$ cat src/hw/rtl/bmes_pkg.sv
// ----------------------------------------------------------------------------
// bmes_pkg - shared types and constants
// Command and status structures between controller and datapath.
// ----------------------------------------------------------------------------
package bmes_pkg;

	localparam int POS_W  = 33;
	localparam int VTX_W  = 18;
	localparam int BLK_W  = 2;

	localparam logic [2:0] REG_DIRECTED = 3'd0;
	localparam logic [2:0] REG_LOOPS    = 3'd1;
	localparam logic [2:0] REG_COUNT    = 3'd2;
	localparam logic [2:0] REG_SIZE0    = 3'd3;
	localparam logic [2:0] REG_SIZE1    = 3'd4;
	localparam logic [2:0] REG_SIZE2    = 3'd5;
	localparam logic [2:0] REG_SIZE3    = 3'd6;

	typedef struct packed {
		logic start;     // take a new item, run position update
		logic map_start; // start divide / root unit
		logic finish_map;// capture mapped edge
		logic advance;   // move to next pair
	} dp_cmd_t;

	typedef struct packed {
		logic restart;
		logic done;      // walk finished
		logic bad_pair;  // pair beyond block count; tied low in the datapath
		logic hit;       // position below edge count
		logic unit_busy;
	} dp_sts_t;

endpackage

$ cat src/hw/rtl/bmes_iter_unit.sv
// ----------------------------------------------------------------------------
// bmes_iter_unit - shared bit-serial divider and integer square root
// Restoring divide (36 steps) or digit-pair square root (18 steps).
// ----------------------------------------------------------------------------
module bmes_iter_unit (
	input  logic        clk,
	input  logic        arst_n,
	input  logic        start,
	input  logic        sqrt_mode,
	input  logic [35:0] operand,
	input  logic [15:0] divisor,
	output logic        busy,
	output logic [35:0] quotient,
	output logic [35:0] remainder
);
	import bmes_pkg::*;

	logic [5:0]  cnt_q;
	logic        mode_q;
	logic [35:0] num_q;
	logic [35:0] quo_q;
	logic [37:0] rem_q;
	logic [15:0] div_q;

	logic [37:0] rem_sh;
	logic [37:0] trial;
	logic        ok;

	always_comb begin
		if (mode_q) begin
			rem_sh = {rem_q[35:0], num_q[35:34]};
			trial  = {quo_q[35:0], 2'b01};
		end else begin
			rem_sh = {rem_q[36:0], num_q[35]};
			trial  = {22'd0, div_q};
		end
		ok = rem_sh >= trial;
	end

	always_ff @(posedge clk or negedge arst_n) begin
		if (!arst_n) begin
			cnt_q <= '0;
		end else if (start) begin
			cnt_q <= sqrt_mode ? 6'd18 : 6'd36;
		end else if (cnt_q != '0) begin
			cnt_q <= cnt_q - 6'd1;
		end
	end

	always_ff @(posedge clk) begin
		if (start) begin
			mode_q <= sqrt_mode;
			num_q  <= operand;
			quo_q  <= '0;
			rem_q  <= '0;
			div_q  <= divisor;
		end else if (cnt_q != '0) begin
			num_q <= mode_q ? {num_q[33:0], 2'b00} : {num_q[34:0], 1'b0};
			quo_q <= {quo_q[34:0], ok};
			rem_q <= ok ? rem_sh - trial : rem_sh;
		end
	end

	assign busy      = (cnt_q != '0);
	assign quotient  = quo_q;
	assign remainder = rem_q[35:0];

endmodule

$ cat src/hw/rtl/bmes_datapath.sv
// ----------------------------------------------------------------------------
// bmes_datapath - pair walk state, position update and edge mapping
// Holds registers, walk state and the result register.
// ----------------------------------------------------------------------------
module bmes_datapath #(
	parameter int MAX_BLOCKS = 4,
	parameter int SIZE_BITS  = 16
) (
	input  logic                 clk,
	input  logic                 arst_n,
	input  logic                 cfg_wr,
	input  logic [2:0]           cfg_index,
	input  logic [15:0]          cfg_data,
	input  logic [31:0]          gap,
	input  logic                 restart,
	input  bmes_pkg::dp_cmd_t    cmd,
	output bmes_pkg::dp_sts_t    sts,
	output logic [41:0]          result
);
	import bmes_pkg::*;

	logic       directed_q, loops_q;
	logic [2:0] count_q;
	logic [15:0] size_q [4];

	logic [1:0]       fb_q, tb_q;
	logic [POS_W-1:0] pos_q;
	logic             started_q, done_q;
	logic [VTX_W-1:0] foff_q, toff_q;
	logic             restart_q;
	logic [35:0]      maxe_q;
	logic [41:0]      res_q;

	always_ff @(posedge clk or negedge arst_n) begin
		if (!arst_n) begin
			directed_q <= 1'b0;
			loops_q    <= 1'b0;
			count_q    <= 3'd1;
			for (int i = 0; i < 4; i++) size_q[i] <= '0;
		end else if (cfg_wr) begin
			unique case (cfg_index)
				REG_DIRECTED: directed_q <= cfg_data[0];
				REG_LOOPS:    loops_q    <= cfg_data[0];
				REG_COUNT:    count_q    <= cfg_data[2:0];
				REG_SIZE0:    size_q[0]  <= cfg_data;
				REG_SIZE1:    size_q[1]  <= cfg_data;
				REG_SIZE2:    size_q[2]  <= cfg_data;
				REG_SIZE3:    size_q[3]  <= cfg_data;
				default: ;
			endcase
		end
	end

	function automatic logic [15:0] sz(input logic [15:0] v);
		sz = v & 16'((32'd1 << SIZE_BITS) - 1);
	endfunction

	logic [2:0]  nb;
	logic [15:0] fs, ts;
	logic        same, tri_m;
	logic [POS_W:0] sum;
	logic [POS_W-1:0] pos_n;

	assign nb    = (count_q > 3'(MAX_BLOCKS)) ? 3'(MAX_BLOCKS) : count_q;
	assign fs    = sz(size_q[fb_q]);
	assign ts    = sz(size_q[tb_q]);
	assign same  = (fb_q == tb_q);
	assign tri_m = same && !directed_q;
	assign sum   = {1'b0, pos_q} + {2'b0, gap} + 34'd1;
	assign pos_n = !started_q ? {1'b0, gap} : (sum[POS_W] ? '1 : sum[POS_W-1:0]);

	// edge count, registered before the compare
	logic [31:0] prod;
	logic [16:0] fsp, fsm;
	assign fsp = {1'b0, fs} + 17'd1;
	assign fsm = (fs == '0) ? 17'd0 : {1'b0, fs} - 17'd1;
	always_comb begin
		if (!same)                prod = fs * ts;
		else if (directed_q)      prod = loops_q ? fs * fs : {16'd0, fs} * {15'd0, fsm};
		else if (loops_q)         prod = 32'(({17'd0, fs} * {17'd0, fsp}) >> 1);
		else                      prod = 32'(({17'd0, fs} * {17'd0, fsm}) >> 1);
	end

	// mapping unit
	logic        u_busy;
	logic [35:0] u_q, u_r;
	bmes_iter_unit u_iter (
		.clk(clk), .arst_n(arst_n), .start(cmd.map_start), .sqrt_mode(tri_m),
		.operand(tri_m ? ({3'd0, pos_q} << 3) + 36'd1 : {3'd0, pos_q}),
		.divisor(fs), .busy(u_busy), .quotient(u_q), .remainder(u_r)
	);

	// map finish: one multiply for the triangle base
	logic [17:0] col, row;
	logic [35:0] tbase;
	logic [17:0] s;
	assign s = u_q[17:0];
	always_comb begin
		tbase = '0;
		if (tri_m) begin
			col   = loops_q ? (s - 18'd1) >> 1 : (s + 18'd1) >> 1;
			tbase = loops_q ? ({18'd0, col} * {18'd0, col + 18'd1}) >> 1
			                : ({18'd0, col} * {18'd0, col - 18'd1}) >> 1;
			row   = 18'(pos_q - tbase[32:0]);
		end else begin
			col = u_q[17:0];
			row = u_r[17:0];
			if (same && directed_q && !loops_q && row == col) col = {2'b0, fs} - 18'd1;
		end
	end

	// pair advance
	logic [17:0] toff_sum;
	always_comb begin
		toff_sum = '0;
		for (int b = 0; b < 4; b++)
			if (b < 3'(fb_q) + 3'd1) toff_sum = toff_sum + {2'b0, sz(size_q[b])};
	end

	always_ff @(posedge clk or negedge arst_n) begin
		if (!arst_n) begin
			fb_q <= '0; tb_q <= '0; pos_q <= '0; started_q <= 1'b0;
			foff_q <= '0; toff_q <= '0; done_q <= 1'b0; restart_q <= 1'b0;
		end else if (cmd.start) begin
			restart_q <= restart;
			if (restart) begin
				fb_q <= '0; tb_q <= '0; pos_q <= '0; started_q <= 1'b0;
				foff_q <= '0; toff_q <= '0; done_q <= 1'b0;
			end else if (!done_q) begin
				if ({1'b0, fb_q} >= nb || {1'b0, tb_q} >= nb) begin
					done_q <= 1'b1; started_q <= 1'b0; pos_q <= '0;
					fb_q <= '0; tb_q <= '0; foff_q <= '0; toff_q <= '0;
				end else begin
					pos_q     <= pos_n;
					started_q <= 1'b1;
				end
			end
		end else if (cmd.advance) begin
			started_q <= 1'b0; pos_q <= '0;
			if (3'(tb_q) + 3'd1 < nb) begin
				tb_q   <= tb_q + 2'd1;
				toff_q <= toff_q + {2'b0, ts};
			end else if (3'(fb_q) + 3'd1 >= nb) begin
				done_q <= 1'b1; fb_q <= '0; tb_q <= '0; foff_q <= '0; toff_q <= '0;
			end else begin
				foff_q <= foff_q + {2'b0, fs};
				fb_q   <= fb_q + 2'd1;
				tb_q   <= directed_q ? '0 : fb_q + 2'd1;
				toff_q <= directed_q ? '0 : toff_sum;
			end
		end
	end

	always_ff @(posedge clk) begin
		if (cmd.start) maxe_q <= {4'd0, prod};
	end

	logic hit;
	assign hit = {3'd0, pos_q} < maxe_q;

	// result register: valid, src, dst, fb, tb, finished
	logic [41:0] status_word;
	assign status_word = {1'b0, 18'd0, 18'd0,
	                      done_q ? 2'b00 : fb_q, done_q ? 2'b00 : tb_q, done_q};
	always_ff @(posedge clk) begin
		if (cmd.finish_map)
			res_q <= {1'b1, foff_q + row, toff_q + col, fb_q, tb_q, 1'b0};
		else if (cmd.advance || cmd.start)
			res_q <= '0;
	end

	assign result = (res_q[41]) ? res_q : status_word;

	assign sts.restart   = restart_q;
	assign sts.done      = done_q;
	assign sts.bad_pair  = 1'b0;
	assign sts.hit       = hit;
	assign sts.unit_busy = u_busy;

endmodule

$ cat src/hw/rtl/bmes_ctrl.sv
// ----------------------------------------------------------------------------
// bmes_ctrl - sequencer for one gap
// Accept, compare, map through the shared unit on a hit or advance the pair on a miss, emit one result beat.
// ----------------------------------------------------------------------------
module bmes_ctrl (
	input  logic              clk,
	input  logic              arst_n,
	input  logic              in_valid,
	output logic              in_ready,
	output logic              out_valid,
	input  logic              out_ready,
	input  bmes_pkg::dp_sts_t sts,
	output bmes_pkg::dp_cmd_t cmd
);
	import bmes_pkg::*;

	localparam logic [2:0] S_IDLE = 3'd0;
	localparam logic [2:0] S_EVAL = 3'd1;
	localparam logic [2:0] S_WAIT = 3'd2;
	localparam logic [2:0] S_MAP  = 3'd3;
	localparam logic [2:0] S_OUT  = 3'd4;

	logic [2:0] state_q;

	assign in_ready  = (state_q == S_IDLE);
	assign out_valid = (state_q == S_OUT);

	always_comb begin
		cmd = '0;
		cmd.start = in_ready && in_valid;
		if (state_q == S_EVAL) begin
			cmd.map_start = !sts.restart && !sts.done && sts.hit;
			cmd.advance   = !sts.restart && !sts.done && !sts.hit;
		end
		cmd.finish_map = (state_q == S_MAP);
	end

	// an invalid pair finishes the walk at the accept edge, so EVAL sees done
	always_ff @(posedge clk or negedge arst_n) begin
		if (!arst_n) begin
			state_q <= S_IDLE;
		end else begin
			unique case (state_q)
				S_IDLE: if (in_valid) state_q <= S_EVAL;
				S_EVAL: state_q <= cmd.map_start ? S_WAIT : S_OUT;
				S_WAIT: if (!sts.unit_busy) state_q <= S_MAP;
				S_MAP:  state_q <= S_OUT;
				S_OUT:  if (out_ready) state_q <= S_IDLE;
				default: state_q <= S_IDLE;
			endcase
		end
	end

	a_onehot_cmd: assert property (@(posedge clk) disable iff (!arst_n)
		!(cmd.map_start && cmd.advance)) else $error("map and advance together");
	a_map_then_out: assert property (@(posedge clk) disable iff (!arst_n)
		cmd.finish_map |=> out_valid) else $error("mapped edge not shown");
	a_no_accept_busy: assert property (@(posedge clk) disable iff (!arst_n)
		out_valid |-> !in_ready) else $error("accept while result pending");

endmodule

$ cat src/hw/rtl/block_model_edge_sampler_core.sv
// ----------------------------------------------------------------------------
// block_model_edge_sampler_core - stochastic block model skip sampler
// Turns geometric skip lengths into vertex pairs, block pair by block pair.
// ----------------------------------------------------------------------------
// Channels: s_axis carries one gap per beat (tdata = gap, tuser = restart).
// m_axis returns one result beat per input beat; tdata from bit 0: edge_valid,
// source_vertex, target_vertex, next_from_block, next_to_block, finished.
// Config writes go over cfg_valid/cfg_ready/cfg_index/cfg_data; the user
// must issue them only while idle, the core itself does not enforce it.
// A beat that ends a pair, restarts or meets a finished walk goes from EVAL
// straight to the result; a beat that yields an edge runs the shared unit
// first, for a divide or for the triangular square root. One beat is in flight
// at a time and s_axis_tready returns in the cycle after the result is taken.
// Reset clears the walk to pair (0,0), block_count to 1 and sizes to 0.
// A stalled m_axis holds the result and s_axis_tready stays low.
// ----------------------------------------------------------------------------
module block_model_edge_sampler_core #(
	parameter int MAX_BLOCKS = 4,
	parameter int SIZE_BITS  = 16
) (
	input  logic        clk,
	input  logic        arst_n,
	input  logic        s_axis_tvalid,
	output logic        s_axis_tready,
	input  logic [31:0] s_axis_tdata,  // gap
	input  logic        s_axis_tuser,  // restart
	output logic        m_axis_tvalid,
	input  logic        m_axis_tready,
	output logic [47:0] m_axis_tdata,  // edge_valid, source_vertex, target_vertex,
	                                   // next_from_block, next_to_block, finished
	input  logic        cfg_valid,
	output logic        cfg_ready,
	input  logic [2:0]  cfg_index,
	input  logic [15:0] cfg_data
);
	import bmes_pkg::*;

	dp_cmd_t     cmd;
	dp_sts_t     sts;
	logic [41:0] res;

	assign cfg_ready = 1'b1;

	bmes_datapath #(.MAX_BLOCKS(MAX_BLOCKS), .SIZE_BITS(SIZE_BITS)) u_dp (
		.clk(clk), .arst_n(arst_n), .cfg_wr(cfg_valid), .cfg_index(cfg_index),
		.cfg_data(cfg_data), .gap(s_axis_tdata), .restart(s_axis_tuser),
		.cmd(cmd), .sts(sts), .result(res)
	);

	bmes_ctrl u_ctrl (
		.clk(clk), .arst_n(arst_n), .in_valid(s_axis_tvalid), .in_ready(s_axis_tready),
		.out_valid(m_axis_tvalid), .out_ready(m_axis_tready), .sts(sts), .cmd(cmd)
	);

	// res: {valid, src, dst, fb, tb, finished}
	assign m_axis_tdata = {6'd0, res[0], res[2:1], res[4:3], res[22:5], res[40:23],
	                       res[41]};

endmodule
$ cat config.mk
export PLATFORM = sky130hd
export DESIGN_NAME = block_model_edge_sampler_core
export DESIGN_NICKNAME = d
export VERILOG_FILES = /design/src/hw/rtl/bmes_pkg.sv /design/src/hw/rtl/bmes_iter_unit.sv /design/src/hw/rtl/bmes_datapath.sv /design/src/hw/rtl/bmes_ctrl.sv /design/src/hw/rtl/block_model_edge_sampler_core.sv
export SDC_FILE = /design/constraint.sdc
export NUM_CORES = 2
export LEC_CHECK = 0
export BUFFER_PORTS_ARGS = -buffer_cell sky130_fd_sc_hd__buf_2
export CAP_MARGIN = 20
export CORE_MARGIN = 3
export CORE_UTILIZATION = 60
export CTS_CLUSTER_SIZE = 14
export DETAILED_ROUTE_END_ITERATION = 8
export PLACE_DENSITY = 0.87
export SLEW_MARGIN = 40
export SYNTH_ARGS = -nofsm -noshare
export SYNTH_HDL_FRONTEND = slang
export SYNTH_SLANG_ARGS = --single-unit
$ cat constraint.sdc
create_clock -name clk -period 19.25 [get_ports clk]
set_input_delay 3.85 -clock clk [delete_from_list [all_inputs] [get_ports clk]]
set_output_delay 3.85 -clock clk [all_outputs]
set_load 0.01 [all_outputs]
[Word level (Yosys, flattened, before mapping)]
Index checks and enable logic that the tools add are counted.
Storage, ports and cells
  word-level logic and storage cells: 211
  output and inout bits: 51
  register bits after elaboration: 353
Operators by class
  reductions and logical operators: 35
  eq/ne operators: 18
  multiply operators: 7
  order comparisons: 13
  bitwise logic cells: 2
  multiplexer cells: 86
  $add $sub $neg: 25
Operators by type and width (count)
  18-bit 2-to-1 mux: 19
  33-bit 2-to-1 mux: 7
  36-bit 2-to-1 mux: 4
  32-bit 2-to-1 mux: 4
  41-bit 2-to-1 mux: 2
  16-bit 2-to-1 mux: 5
  38-bit 2-to-1 mux: 2
  18-bit by 16-bit adder with 18-bit output: 4
  16-bit by 17-bit multiplier with 33-bit output: 2
  16-bit binary-select mux with 2-bit select: 2
  1-bit by 32-bit < comparator with 1-bit output (first input constant): 2
  2-bit by 32-bit < comparator with 1-bit output (first input constant): 2
  16-bit by 16-bit multiplier with 32-bit output: 2
  42-bit 2-to-1 mux: 1
  38-bit >= comparator: 1
  18-bit by 18-bit multiplier with 19-bit output: 2
  37-bit 2-to-1 mux: 1
  37-bit subtractor: 1
  18-bit by 1-bit adder with 18-bit output (second input constant): 2
  18-bit adder: 2
  36-bit by 1-bit adder with 36-bit output (second input constant): 1
  18-bit by 1-bit subtractor with 18-bit output (second input constant): 2
  33-bit by 32-bit adder with 34-bit output: 1
  34-bit by 1-bit adder with 34-bit output (second input constant): 1
  other kinds (39): 114

[Depth between registers and ports, before layout]
  depth in word-level cells: 14
  depth in mapped cells: 49

[By module]
Synthesis repeated with hierarchy kept, for this count alone.
Second synthesis, totals
  cells, all modules: 8648
  area total of the unflattened synthesis: 74006.0 µm²
Modules (own cells, without submodules)
  bmes_datapath: instances 1, cells each 7617, sequential area each 5811.8 µm², area an instance 65133.7 µm²
  bmes_iter_unit: instances 1, cells each 1003, sequential area each 3203.1 µm², area an instance 8630.8 µm²
  bmes_ctrl: instances 1, cells each 19, sequential area each 75.1 µm², area an instance 181.4 µm²
  block_model_edge_sampler_core: instances 1, cells each 9, sequential area each 0.0 µm², area an instance 60.1 µm²

[Worst setup path before layout]
OpenSTA, ideal clock, no wires.
  path kind: flip-flop to flip-flop
  from: register u_dp.fb_q[1]
  to: register u_dp.maxe_q[29] (data pin)
  setup slack: 7.882 ns
  arrival time: 11.222 ns
  buffers on the path: 6
  required time: 19.104 ns
  stages on the path, launching flop included: 44
  period minus slack after synthesis: 11.368 ns
  library setup time: 0.146 ns
  path through: dfrtp_1 clkbuf_1 buf_1 buf_1 buf_1 mux2_2 o21a_1 clkinv_1 clkbuf_1 ha_1 and3_1 nand3_1 nor2_1 nand2_1 xnor2_1 nand2_1 nor2_1 inv_1 [8 not listed] fa_1 inv_1 fa_1 inv_1 fa_1 fa_1 ha_1 a21o_1 a21o_1 a221oi_1 o21ai_0 a21oi_1 o31ai_1 o31ai_1 o21ai_0 xnor2_1 mux4_2 a21oi_1
On the way
  longest elaborated chain between the ends: 10
  elaborated cells between the ends (all ways): 18
  classes of those cells: add/sub: 2; mul: 5; eq/ne: 1; mux: 8; bitwise: 1; reduce/logical: 1
RTL lines
  start, declared: RTL line bmes_datapath.sv:26  | logic [1:0] fb_q, tb_q;
  start signal, assigned: RTL line bmes_datapath.sv:147  | fb_q <= fb_q + 2'd1;
  2-bit inverter with 3-bit output (not written as such): RTL line bmes_datapath.sv:65  | assign fs = sz(size_q[fb_q]);
  16-bit binary-select mux with 2-bit select: RTL line bmes_datapath.sv:65
  16-bit 2-to-1 mux (not written as such) (2 in a row): RTL line bmes_datapath.sv:65
  16-bit by 1-bit subtractor with 17-bit output or 16-bit logical NOT (tied branches): RTL line bmes_datapath.sv:76  | assign fsm = (fs == '0) ? 17'd0 : {1'b0, fs} - 17'd1;
  17-bit 2-to-1 mux: RTL line bmes_datapath.sv:76
  16-bit by 17-bit multiplier with 33-bit output or 16-bit by 17-bit multiplier with 32-bit output (tied branches): RTL line bmes_datapath.sv:81, bmes_datapath.sv:79
  32-bit 2-to-1 mux, on equally long branches: RTL line bmes_datapath.sv:80, bmes_datapath.sv:79
  32-bit 2-to-1 mux: RTL line bmes_datapath.sv:79  | else if (directed_q) prod = loops_q ? fs * fs : {16'd0, fs} * {15'd0, fsm};
  32-bit 2-to-1 mux *: RTL line bmes_datapath.sv:78  | if (!same) prod = fs * ts;
  net u_dp.prod[29]: RTL line bmes_datapath.sv:73  | logic [31:0] prod;
  end signal, assigned: RTL line bmes_datapath.sv:155  | if (cmd.start) maxe_q <= {4'd0, prod};
  end, declared: RTL line bmes_datapath.sv:31  | logic [35:0] maxe_q;
The timed path passes the listed nets; every way through them passes the cells marked *. The select of a mux whose other input is x is not followed.
A chain may end at the register's enable or synchronous reset.

[Final worst setup path]
  from: register u_dp.fb_q[1]
  to: register u_dp.maxe_q[30] (data pin)
Same word-level chain as after synthesis.

==> results.cfg <==
[clocking]
cts_made_buffers = 42
cts_setup_buffers = 0
htreeDepth = 2
cts_max_path_buffers = 3
postCtsHoldBufs = 0
cts_num_sinks = 353
cts_resized = 0
clk_pin_slew_ns = 0.09
clk_latency_ns = 0.61
cts_tree = done
cts-root-buf = clkbuf_16

[global_routing]
grt_usage = 0.361
grt_first_pass_wirelength_um = 354000
grt_max_degree = 92
grt_overflow = 0
grt_antenna_before_repair = 16
grt_pass1_vias = 62900

[timing]
tightest_slew_ns = 0.907
relSlewSlack = 0.389
fin_tns_setup_ns = 0
timing.final.crit_share = 0.657
hold_viol_final = 0
max_freq_mhz = 79.1
fin_crit_ns = 12.65
setup_violations = 0
layout_setup_ws_ns = 6.60
finClkSkew_ns = 0.0413
slew_viol_final = 0
grt_setup_unrepaired = no

[yosys]
synth_warnings = 0
seq_area_frac_synth = 0.125
synth-async-reset-ratio = 0.436
synthesis.area_mm2 = 0.0730
synth_cell_types = 99
synth_edf_count = 125
yosys_register_bits = 353
syn_inst = 8430
synth_ff_type = dfrtp_1
syn_avg_cell_area_um2 = 8.66

[floorplanning]
dieHeight_um = 355
chipWidth_um = 355
rows = 127
io_pins = 108
die_area_mm2 = 0.126
core_mm2 = 0.120
start_util = 0.607

[routing]
drt_iter0_markers = 6743
viasPerCell = 6.17
drc = 0
wl_per_cell_um = 22.7
num_vias = 61500
drtPass1Iterations = 8
routed_wl_um = 227000
postRouteAntennaNets = 0

[worst_setup_path]
critPathRequiredTime_ns = 19.59
end_kind = flip-flop
critPathMaxFanout = 38
cpMaxStageDelayCell = xnor2_1
max_stage_delay_ns = 0.63
path_class = reg2reg
arrival_ns = 12.99
worstSetupStartpointType = flip-flop
path_common_cell = inv_1

[cells_and_area]
postLayoutCellArea_mm2 = 0.0764
drive_gt1_frac = 0.0630
areaGrowthSynthToFinish_pct = 4.72
finalNetCount = 10200

[run]
maxCapViolations = 0

[placed_design]
place_area_mm2 = 0.0751
routabilityCongestion = 0.993
io_buffers = 100
dp_slack_ns = 6.77
dp.final_hpwl_um = 175000

[worst_hold_path]
hp-class = reg2reg

[run_status]
status = finished clean
[Yosys cell counts (30+ instances only)]
master,number,area [µm²]
o21ai_0,270,1350
nand4_1,36,225
a21o_1,122,916
nand2_1,972,3650
or3_1,50,313
o221ai_1,33,289
fa_1,1034,20700
ha_1,819,10200
edfxtp_1,125,3750
mux2i_1,82,821
dfrtp_1,153,3830
mux2_2,135,1520
o31ai_1,38,285
nand2b_1,294,1840
nand3_1,78,390
and2_1,104,651
inv_1,1493,5600
nor2b_1,82,513
mux4_2,34,766
o21a_1,35,263
nor3_1,100,500
clkbuf_1,315,1180
nor2_1,608,2280
buf_1,55,206
a31oi_1,61,382
dfxtp_1,74,1480
xor2_1,101,885
and3_1,30,188
xnor2_1,289,2530
a21oi_1,359,1800
a211oi_1,79,593
o21bai_1,82,616
[routing by layer]
layer / GRT usage / vias to the layer above / share of wire
li1: - / 26800 / -
met2: 0.565 / 3657 / 0.45
met5: 0 / - / 0.00060
met3: 0.0887 / 906 / 0.12
met1: 0.457 / 30100 / 0.36
met4: 0.207 / 20 / 0.072
[flip-flops by register name, indices dropped and copies added (netlist names), 18 cells and up]
name	count
u_dp.u_iter.rem_q	37
u_dp.u_iter.num_q	36
u_dp.pos_q	33
u_dp.size_q	64
u_dp.u_iter.quotient	36
u_dp.toff_q	18
u_dp.res_q	41
u_dp.maxe_q	32
u_dp.foff_q	18
[worst max-delay path, delay by kind of cell (launching register included)]
kind | cells | cell delay [ns]
adders and majority gates | 9 | 4.13
and+or+nand+nor | 10 | 2.68
AOI/OAI and AO/OA | 8 | 2.58
buffers and inverters | 9 | 1.45
xor gates and xnor gates | 2 | 0.73
muxes | 1 | 0.43
DFF | 1 | 0.35
[path summary, 6_finish.rpt]
check	start	cells after the start	slack, ns	end
worst max-delay path	u_dp.fb_q[1]$_DFFE_PN0P_	39	6.60	u_dp.maxe_q[30]$_DFFE_PP_
worst min-delay path	u_dp.u_iter.quotient[35]$_SDFFE_PP0P_	2	0.46	u_dp.u_iter.quotient[35]$_SDFFE_PP0P_
worst max register to register	u_dp.fb_q[1]$_DFFE_PN0P_	39	6.60	u_dp.maxe_q[30]$_DFFE_PP_
worst min register to register	u_dp.u_iter.quotient[35]$_SDFFE_PP0P_	2	0.46	u_dp.u_iter.quotient[35]$_SDFFE_PP0P_
max in group asynchronous	arst_n	2	14.68	u_dp.foff_q[9]$_DFFE_PN0P_
min in group asynchronous	arst_n	1	3.32	u_dp.size_q[58]$_DFFE_PN0P_
[cell type report]
cell class                      count  area, µm²
Multi-Input combinational cell   6205      57000
Fill cell                        9709      43900
Sequential cell                   353       9100
Inverter                         1507       5670
Tap cell                         1612       2020
Timing Repair Buffer              205       1330
Clock buffer                       55       1140
Clock inverter                     22        149
Antenna cell                        7       17.5
[logic make-up after synthesis]
family          share of synthesized area
flops                               0.125
mux                                0.0426
other cells                      0.000103
compound gates                      0.108
fa+ha+maj                           0.424
simple gates                        0.154
xor+xnor                           0.0483
buf+inv                            0.0980
[layout by cell type (no fill, tap or decap), types with 78 or more instances in the layout]
cell and instances:
inv_1 1488, fa_1 1033, nand2_1 971, ha_1 818, nor2_1 606, a21oi_1 359, nand2b_1 294, xnor2_1 287
o21ai_0 262, dfrtp_1 150, mux2_2 135, edfxtp_1 125, a21o_1 122, and2_1 104, xor2_1 99, nor3_1 99
buf_2 99, buf_4 98, nor2b_1 82, mux2i_1 82, o21bai_1 82, a211oi_1 78
[metrics by stage]
| step | utilization | std cells | hold slack, ns |
|---|---|---|---|
| after floorplan | - | 8449 | 0.432 |
| after global placement | 0.623 | 9877 | 0.441 |
| after detailed placement | 0.624 | 9882 | 0.454 |
| after CTS | 0.635 | 9959 | 0.462 |
| after global routing | 0.635 | 9961 | 0.490 |
| final | 0.635 | 9966 | 0.458 |
Power is not shown: default switching activity piles up to over one toggle a cycle in this logic, so the estimate is an artifact.
